--- config.mk ---
export PLATFORM = sky130hd
export DESIGN_NAME = fm_polar_discriminator
export DESIGN_NICKNAME = d
export VERILOG_FILES = /design/src/sv/fmpd_pkg.sv /design/src/sv/fmpd_ctrl.sv /design/src/sv/fmpd_datapath.sv /design/src/sv/fm_polar_discriminator.sv
export SDC_FILE = /design/constraint.sdc
export NUM_CORES = 2
export LEC_CHECK = 0
export ABC_AREA = 1
export BUFFER_PORTS_ARGS = -buffer_cell sky130_fd_sc_hd__buf_2
export CAP_MARGIN = 25
export CORE_ASPECT_RATIO = 2
export CORE_MARGIN = 10
export CORE_UTILIZATION = 50
export DETAILED_ROUTE_END_ITERATION = 16
export PLACE_DENSITY_LB_ADDON = 0.05
export SYNTH_ARGS = -nofsm -noshare
export SYNTH_HDL_FRONTEND = slang
export SYNTH_SLANG_ARGS = --single-unit
--- constraint.sdc ---
create_clock -name clk -period 6.25 [get_ports clk]
set_input_delay 0.625 -clock clk [delete_from_list [all_inputs] [get_ports clk]]
set_output_delay 0.625 -clock clk [all_outputs]
set_load 0.005 [all_outputs]
--- src/sv/fmpd_pkg.sv ---
`timescale 1ns / 1ps

package fmpd_pkg;

	// angle accumulator width, pi = 2^31
	localparam int Z_W = 34;

	// arctangent table, atan(2^-i) with pi = 2^31
	localparam int ATAN_ENTRIES = 24;
	localparam int ATAN_IDX_W = 5;

	typedef logic [31:0] atan_word_t;

	localparam atan_word_t ATAN_TABLE [ATAN_ENTRIES] = '{
		32'd536870912, 32'd316933406, 32'd167458907, 32'd85004756,
		32'd42667331, 32'd21354465, 32'd10679838, 32'd5340245,
		32'd2670163, 32'd1335087, 32'd667544, 32'd333772,
		32'd166886, 32'd83443, 32'd41722, 32'd20861,
		32'd10430, 32'd5215, 32'd2608, 32'd1304,
		32'd652, 32'd326, 32'd163, 32'd81
	};

	localparam logic signed [Z_W-1:0] Z_HALF_PI = Z_W'(1073741824);

	typedef enum logic [2:0] {
		ST_IDLE,
		ST_MUL,
		ST_ACC,
		ST_ROT,
		ST_ITER,
		ST_OUT
	} state_t;

	// operand pair for the shared multiplier
	typedef enum logic [1:0] {
		MUL_RR,
		MUL_II,
		MUL_IR,
		MUL_RI
	} mul_sel_t;

	// what to do with the registered product
	typedef enum logic [2:0] {
		ACC_NONE,
		ACC_LOAD_X,
		ACC_ADD_X,
		ACC_LOAD_Y,
		ACC_SUB_Y
	} acc_op_t;

	typedef struct packed {
		logic                  load_in;
		mul_sel_t              mul_sel;
		acc_op_t               acc_op;
		logic                  rotate;
		logic                  iterate;
		logic [ATAN_IDX_W-1:0] step;
		logic                  load_out;
		logic                  zero_out;
	} dp_cmd_t;

	typedef struct packed {
		logic prod_zero;
	} dp_stat_t;

endpackage

--- src/sv/fmpd_ctrl.sv ---
`timescale 1ns / 1ps

module fmpd_ctrl import fmpd_pkg::*; #(
	parameter int CORDIC_STEPS = 16
) (
	input  logic     clk,
	input  logic     arst_n,
	input  logic     in_valid,
	output logic     in_stall,
	output logic     out_valid,
	input  logic     out_stall,
	output dp_cmd_t  cmd,
	input  dp_stat_t stat
);

	localparam int IW = $clog2(CORDIC_STEPS);
	localparam logic [IW-1:0] LAST_STEP = IW'(CORDIC_STEPS - 1);

	state_t        state_q, state_d;
	logic [1:0]    mul_cnt_q;
	logic [IW-1:0] iter_q;
	logic          out_valid_q;
	logic          out_free;

	assign out_free = !out_valid_q || !out_stall;

	// next state
	always_comb begin
		state_d = state_q;
		case (state_q)
			ST_IDLE: begin
				if (in_valid) state_d = ST_MUL;
			end
			ST_MUL: begin
				if (mul_cnt_q == 2'd3) state_d = ST_ACC;
			end
			ST_ACC:  state_d = ST_ROT;
			ST_ROT:  state_d = ST_ITER;
			ST_ITER: begin
				if (iter_q == LAST_STEP) state_d = ST_OUT;
			end
			ST_OUT: begin
				if (out_free) state_d = ST_IDLE;
			end
			default: state_d = ST_IDLE;
		endcase
	end

	// datapath commands
	always_comb begin
		cmd          = '0;
		cmd.mul_sel  = MUL_RR;
		cmd.acc_op   = ACC_NONE;
		cmd.step     = ATAN_IDX_W'(iter_q);
		cmd.zero_out = stat.prod_zero;
		in_stall     = 1'b1;
		case (state_q)
			ST_IDLE: begin
				in_stall    = 1'b0;
				cmd.load_in = in_valid;
			end
			ST_MUL: begin
				cmd.mul_sel = mul_sel_t'(mul_cnt_q);
				case (mul_cnt_q)
					2'd1:    cmd.acc_op = ACC_LOAD_X;
					2'd2:    cmd.acc_op = ACC_ADD_X;
					2'd3:    cmd.acc_op = ACC_LOAD_Y;
					default: cmd.acc_op = ACC_NONE;
				endcase
			end
			ST_ACC:  cmd.acc_op = ACC_SUB_Y;
			ST_ROT:  cmd.rotate = 1'b1;
			ST_ITER: cmd.iterate = 1'b1;
			ST_OUT:  cmd.load_out = out_free;
			default: in_stall = 1'b1;
		endcase
	end

	// hold state, counters and the result flag
	always_ff @(posedge clk or negedge arst_n) begin
		if (!arst_n) begin
			state_q     <= ST_IDLE;
			mul_cnt_q   <= '0;
			iter_q      <= '0;
			out_valid_q <= 1'b0;
		end else begin
			state_q <= state_d;
			if (state_q == ST_MUL) mul_cnt_q <= mul_cnt_q + 2'd1;
			else mul_cnt_q <= '0;
			if (state_q == ST_ITER) iter_q <= iter_q + IW'(1);
			else iter_q <= '0;
			if (cmd.load_out) out_valid_q <= 1'b1;
			else if (!out_stall) out_valid_q <= 1'b0;
		end
	end

	assign out_valid = out_valid_q;

endmodule

--- src/sv/fmpd_datapath.sv ---
`timescale 1ns / 1ps

module fmpd_datapath import fmpd_pkg::*; #(
	parameter int SAMPLE_BITS = 16,
	parameter int ANGLE_BITS  = 16
) (
	input  logic                          clk,
	input  logic                          arst_n,
	input  logic signed [SAMPLE_BITS-1:0] sample_real,
	input  logic signed [SAMPLE_BITS-1:0] sample_imag,
	input  dp_cmd_t                       cmd,
	output dp_stat_t                      stat,
	output logic signed [ANGLE_BITS-1:0]  phase_step
);

	localparam int PW = 2 * SAMPLE_BITS;
	localparam int CW = 2 * SAMPLE_BITS + 4;
	localparam int RND_SH = 32 - ANGLE_BITS;
	localparam logic signed [Z_W-1:0] RND = Z_W'(64'sd1 <<< (RND_SH - 1));
	localparam logic signed [Z_W-1:0] ANG_MAX = Z_W'((64'sd1 <<< (ANGLE_BITS - 1)) - 64'sd1);
	localparam logic signed [Z_W-1:0] ANG_MIN = ~ANG_MAX;

	logic signed [SAMPLE_BITS-1:0] cur_real_q, cur_imag_q;
	logic signed [SAMPLE_BITS-1:0] prev_real_q, prev_imag_q;
	logic signed [SAMPLE_BITS-1:0] mul_a, mul_b;
	logic signed [PW-1:0]          prod_q;
	logic signed [CW-1:0]          prod_ext;
	logic signed [CW-1:0]          x_q, y_q;
	logic signed [CW-1:0]          x_sh, y_sh;
	logic signed [Z_W-1:0]         z_q;
	logic signed [Z_W-1:0]         tab;
	logic signed [Z_W-1:0]         z_rnd, z_shr, z_sat;
	logic                          zero_q;
	logic signed [ANGLE_BITS-1:0]  phase_q;

	// hold current and previous sample; both clear at reset
	always_ff @(posedge clk or negedge arst_n) begin
		if (!arst_n) begin
			cur_real_q  <= '0;
			cur_imag_q  <= '0;
			prev_real_q <= '0;
			prev_imag_q <= '0;
		end else if (cmd.load_in) begin
			prev_real_q <= cur_real_q;
			prev_imag_q <= cur_imag_q;
			cur_real_q  <= sample_real;
			cur_imag_q  <= sample_imag;
		end
	end

	// select multiplier operands
	always_comb begin
		case (cmd.mul_sel)
			MUL_RR: begin mul_a = cur_real_q; mul_b = prev_real_q; end
			MUL_II: begin mul_a = cur_imag_q; mul_b = prev_imag_q; end
			MUL_IR: begin mul_a = cur_imag_q; mul_b = prev_real_q; end
			MUL_RI: begin mul_a = cur_real_q; mul_b = prev_imag_q; end
			default: begin mul_a = cur_real_q; mul_b = prev_real_q; end
		endcase
	end

	assign prod_ext = CW'(prod_q);
	assign x_sh     = x_q >>> cmd.step;
	assign y_sh     = y_q >>> cmd.step;
	assign tab      = Z_W'(ATAN_TABLE[cmd.step]);

	// multiply, accumulate the product, pre-rotate and iterate CORDIC
	always_ff @(posedge clk) begin
		prod_q <= mul_a * mul_b;
		case (cmd.acc_op)
			ACC_LOAD_X: x_q <= prod_ext;
			ACC_ADD_X:  x_q <= x_q + prod_ext;
			ACC_LOAD_Y: y_q <= prod_ext;
			ACC_SUB_Y:  y_q <= y_q - prod_ext;
			default: ;
		endcase
		if (cmd.rotate) begin
			zero_q <= (x_q == '0) && (y_q == '0);
			if (x_q[CW-1]) begin
				if (!y_q[CW-1]) begin
					x_q <= y_q;
					y_q <= -x_q;
					z_q <= Z_HALF_PI;
				end else begin
					x_q <= -y_q;
					y_q <= x_q;
					z_q <= -Z_HALF_PI;
				end
			end else begin
				z_q <= '0;
			end
		end
		if (cmd.iterate) begin
			if (!y_q[CW-1]) begin
				x_q <= x_q + y_sh;
				y_q <= y_q - x_sh;
				z_q <= z_q + tab;
			end else begin
				x_q <= x_q - y_sh;
				y_q <= y_q + x_sh;
				z_q <= z_q - tab;
			end
		end
	end

	// round half up, then saturate to the output range
	always_comb begin
		z_rnd = z_q + RND;
		z_shr = z_rnd >>> RND_SH;
		if (z_shr > ANG_MAX) z_sat = ANG_MAX;
		else if (z_shr < ANG_MIN) z_sat = ANG_MIN;
		else z_sat = z_shr;
	end

	always_ff @(posedge clk) begin
		if (cmd.load_out) begin
			phase_q <= cmd.zero_out ? '0 : ANGLE_BITS'(z_sat);
		end
	end

	assign stat.prod_zero = zero_q;
	assign phase_step     = phase_q;

endmodule

--- src/sv/fm_polar_discriminator.sv ---
`timescale 1ns / 1ps
// FM polar discriminator.
// Input channel: sample_real/sample_imag with in_valid/in_stall. A beat is
// taken when in_valid is high and in_stall low. Output channel: phase_step
// with out_valid/out_stall; the angle of sample * conj(previous sample) in
// units of pi / 2^(ANGLE_BITS-1), +pi saturated, zero product gives 0.
// One shared multiplier forms the four partial products of the complex
// product, then a pre-rotation step and CORDIC_STEPS steps run the iterated
// vectoring CORDIC, one step per cycle through a single add/shift unit.
// No new beat is taken until the current one is finished; in_stall is high
// while a beat is in work.
// A finished result waits in the output register while the next beat is
// accepted; if the receiver still stalls when the next result is ready, the
// block holds in its final step until the register frees.
// Reset clears the previous sample to zero, so the first result is 0, and
// empties the output register.
module fm_polar_discriminator import fmpd_pkg::*; #(
	parameter int SAMPLE_BITS  = 16,
	parameter int ANGLE_BITS   = 16,
	parameter int CORDIC_STEPS = 16
) (
	input  logic                          clk,
	input  logic                          arst_n,
	input  logic                          in_valid,
	output logic                          in_stall,
	input  logic signed [SAMPLE_BITS-1:0] sample_real,
	input  logic signed [SAMPLE_BITS-1:0] sample_imag,
	output logic                          out_valid,
	input  logic                          out_stall,
	output logic signed [ANGLE_BITS-1:0]  phase_step
);

	dp_cmd_t  cmd;
	dp_stat_t stat;

	fmpd_ctrl #(
		.CORDIC_STEPS(CORDIC_STEPS)
	) u_ctrl (
		.clk       (clk),
		.arst_n    (arst_n),
		.in_valid  (in_valid),
		.in_stall  (in_stall),
		.out_valid (out_valid),
		.out_stall (out_stall),
		.cmd       (cmd),
		.stat      (stat)
	);

	fmpd_datapath #(
		.SAMPLE_BITS(SAMPLE_BITS),
		.ANGLE_BITS (ANGLE_BITS)
	) u_dp (
		.clk         (clk),
		.arst_n      (arst_n),
		.sample_real (sample_real),
		.sample_imag (sample_imag),
		.cmd         (cmd),
		.stat        (stat),
		.phase_step  (phase_step)
	);

endmodule

==> results.md <==
- FMAX: around 0.15 GHz
- Hold Startpoint: sample_real[5]
- Max-slew violation count: 0
- Worst Tran Pin Value: roughly 1.2 ns
- Antenna viol nets, final: 0
- Register Area: 5480 sq um
- Final hold vios: 0
- Worst Path Buf+Inv: 9
- Non-filler cells, final: about 7300
- CTS tree: built
- Initial Utilization: about half
- Htree depth: 1
- Core area: ~76000 sq um
- Multi-input logic area: between 20000 and 30000 sq um
- Hold Path Class: input pin to flop
- Critical path launch point type: flop
- R2R depth: 32
- Drt total wl: 210 mm
- Cells after DPL: approximately 7200
- Avg Cell Area, Syn: ~6.4 sq um
- Worst r2r src: u_ctrl.state_q[1]$_DFFE_PN0P_
- Critical path required time: 6.81 ns
- Reg2Reg Setup Slack: -0.50 ns
- CTS Buf Count: 26
- Post-synth cell types: 64
- Commonest non-fill, non-tap cell in the layout: nand2_1
- Result of the run: finished with violations
- CTS root buffer: clkbuf_16
- Num ports: 54
- GP Congestion: around 1.1
- Total GRT Usage: between 40% and 50%
- WHS Endpoint: u_dp.cur_real_q[5]$_DFFE_PN0P_
- Tmin final: 6.75 ns
- CP most frequent cell: fa_1
- Yosys top cell area share: approximately 14%
- FP Rows: roughly 140
- Area leader, netlist: fa_1
- First-pass GRT wire length: roughly 300 mm
- Via count: approximately 46000
- WHS Path Cells: 3
- Synth Flop Type: dfxtp_1
- Crit end category: flop
- Worst path max stage delay: about 0.55 ns
- DR vias/cell: 6.23
- WP data arrival: 7.31 ns
- Largest net degree at the start of global routing: approximately 130
- DRC: 0
- Netlist Area Pre-Place: between 30000 and 40000 sq um
- Final hold slack: ~0.22 ns
- Die area: 88600 sq um
- Worst path top cell family by delay: adder cells
- Total Neg Setup Slack: -5.19 ns
- Post-synthesis async set-or-reset flop share: about a third
- Worst setup path class: flop to flop
- IO Port Bufs: between 50 and 60
- Hpwl dp: roughly 160 mm
- Die Ht: between 400 and 500 um
- Post-Syn Nets: around 6500
- Avg WL per Cell: 28.7 um
- Die Width: 216 um
- Ys Warns: 0
- Critical-path top delay cell: fa_1
- Worst-path clk slew: 0.07 ns
- Sinks on Clock Net: 229
- Vias in the first global route: about 45000
- Synth-to-layout area growth: 18.3%
- Worst reg2reg path endpoint: u_dp.prod_q[29]$_DFF_P_
- Failing checks: negative setup slack
- Min setup slack post-route: -0.497 ns
- Area contributors post-synth: fa_1 14%, nand2_1 13%, ha_1 8.8%
- Most frequent cells in the layout: 1311 x nand2_1, 776 x inv_1, 589 x nor2_1
- Fill cell count: 7487
- Cells after Synth: about 6000
- Max-cap check violation count: 0
- CP max FO: 8
- Layout cells sized above 1: 14.8%
- Fin nets: 6850
- Grt ovf: 0
- Antenna violations before repair: 18
- DRT Pass-1 Iters: 7
- Count of final setup violators: 19
- Max clock buf depth: 3
- DRT iter0 DRCs: 4674
- Seq/Total Area, Yosys: between 10% and 20%
- Flops & latches, synth: around 230
- RSZ-0062 raised after global routing: yes
- Core Util, Final: roughly three fifths
- Clk_lat worst skew: 0.66 ns
- Slew HR: roughly a fifth
- Final worst-path cycle share: 108%
- Post-synth EDFFs: 51
- Setup Skew: roughly 0.068 ns
[through the flow]
| stage | area, sq um | worst slack, ns |
|---|---|---|
| after floorplan | 38400 | 0.0199 |
| after global placement | 41900 | -0.566 |
| after detailed placement | 41900 | -0.706 |
| after CTS | 44400 | -0.341 |
| after global routing | 45200 | -0.668 |
| final | 45200 | -0.497 |
[worst max-delay path by stage]
stage | slack, ns | depth (start not counted) | from | endpoint
final | -0.50 | 32 | u_ctrl.state_q[1]$_DFFE_PN0P_ | u_dp.prod_q[29]$_DFF_P_
after global routing | -0.67 | 35 | u_ctrl.state_q[0]$_DFFE_PN0P_ | u_dp.prod_q[29]$_DFF_P_
after CTS | -0.34 | 34 | u_ctrl.state_q[0]$_DFFE_PN0P_ | u_dp.prod_q[29]$_DFF_P_
after detailed placement | -0.71 | 31 | u_ctrl.state_q[1]$_DFFE_PN0P_ | u_dp.prod_q[30]$_DFF_P_
after global placement | -0.57 | 31 | u_ctrl.state_q[1]$_DFFE_PN0P_ | u_dp.prod_q[30]$_DFF_P_
after floorplan | 0.02 | 31 | u_ctrl.state_q[0]$_DFFE_PN0P_ | u_dp.prod_q[29]$_DFF_P_
[routing by layer]
metal,global-route usage [%],routed length [um],vias to the layer above
li1,-,-,20300
met1,37.8,57400,21100
met2,79.4,100000,2764
met3,15.5,18400,1475
met4,58.2,33800,14
met5,0.0546,97,-
[logic make-up (layout without fill, tap and decap cells)]
group,count (synthesis),count (layout),share of synthesized area (%)
AOI/OAI and AO/OA,1157,1157,17.3
xor gates and xnor gates,170,170,3.91
adders and majority gates,537,537,22.8
buffers and inverters,1044,1404,10.7
DFF,229,229,14.3
muxes,1,1,0.0262
other,0,12,0
and+or+nand+nor,2799,2799,31.0
[sequential cells by signal (all words and copies together), names as in the netlist]
name,count
u_ctrl.state_q,3
u_dp.cur_imag_q,16
u_ctrl.out_valid,1
u_dp.phase_step,16
u_dp.y_q,36
u_dp.z_q,34
u_dp.x_q,36
u_dp.stat,1
u_dp.cur_real_q,16
u_ctrl.mul_cnt_q,2
u_dp.prev_real_q,16
u_ctrl.iter_q,4
u_dp.prod_q,32
u_dp.prev_imag_q,16
[timing repair]
action / 4_1_cts / 5_1_grt
pin swaps: 92 / 66
resized for setup: 249 / 124
endpoints found under the setup margin: 20 / 56
gates cloned: 4 / 4
hold endpoints to repair: 33 / 0
hold buffers: 1 / 0
buffers inserted: 67 / 28
[area by class of cell]
type	instances	area share [%]
diodes	12	0.0664
clock buffers	28	1.48
clock inverters	20	0.509
inverters	853	7.20
multi-input cells	4664	66.2
flip-flops and latches	229	12.1
well taps	1015	2.81
repair buffers	502	9.61
repair inverters	1	0.0166
[worst min-delay path: stages]
cell and delay, ns:
buf_2 0.07, nor2_1 0.03, a21oi_1 0.09
[synthesized netlist by cell type (6+ instances only)]
library cell  count
a211oi_1          6
a21boi_0         16
a21o_1           21
a21oi_1         477
a221oi_1         35
a31oi_1          26
buf_1            23
buf_2            45
buf_4             8
buf_6            11
clkbuf_1        104
clkinv_1          8
dfrtp_1          74
dfxtp_1         104
edfxtp_1         51
fa_1            267
ha_1            270
inv_1           816
inv_2            28
nand2_1        1356
nand2_2           8
nand3_1         562
nand3b_1         10
nand4_1          62
nor2_1          634
nor2_2           12
nor3_1           77
nor3_2            7
nor4_1           18
o2111ai_1        15
o211ai_1         44
o21a_1           26
o21ai_0         372
o21ai_1          26
o21ai_2          18
o21bai_1         31
o221ai_1         11
o22ai_1           8
or2_2            34
xnor2_1          73
xor2_1           96
Power is not shown: default switching activity piles up to over one toggle a cycle in this logic, so the estimate is an artifact.
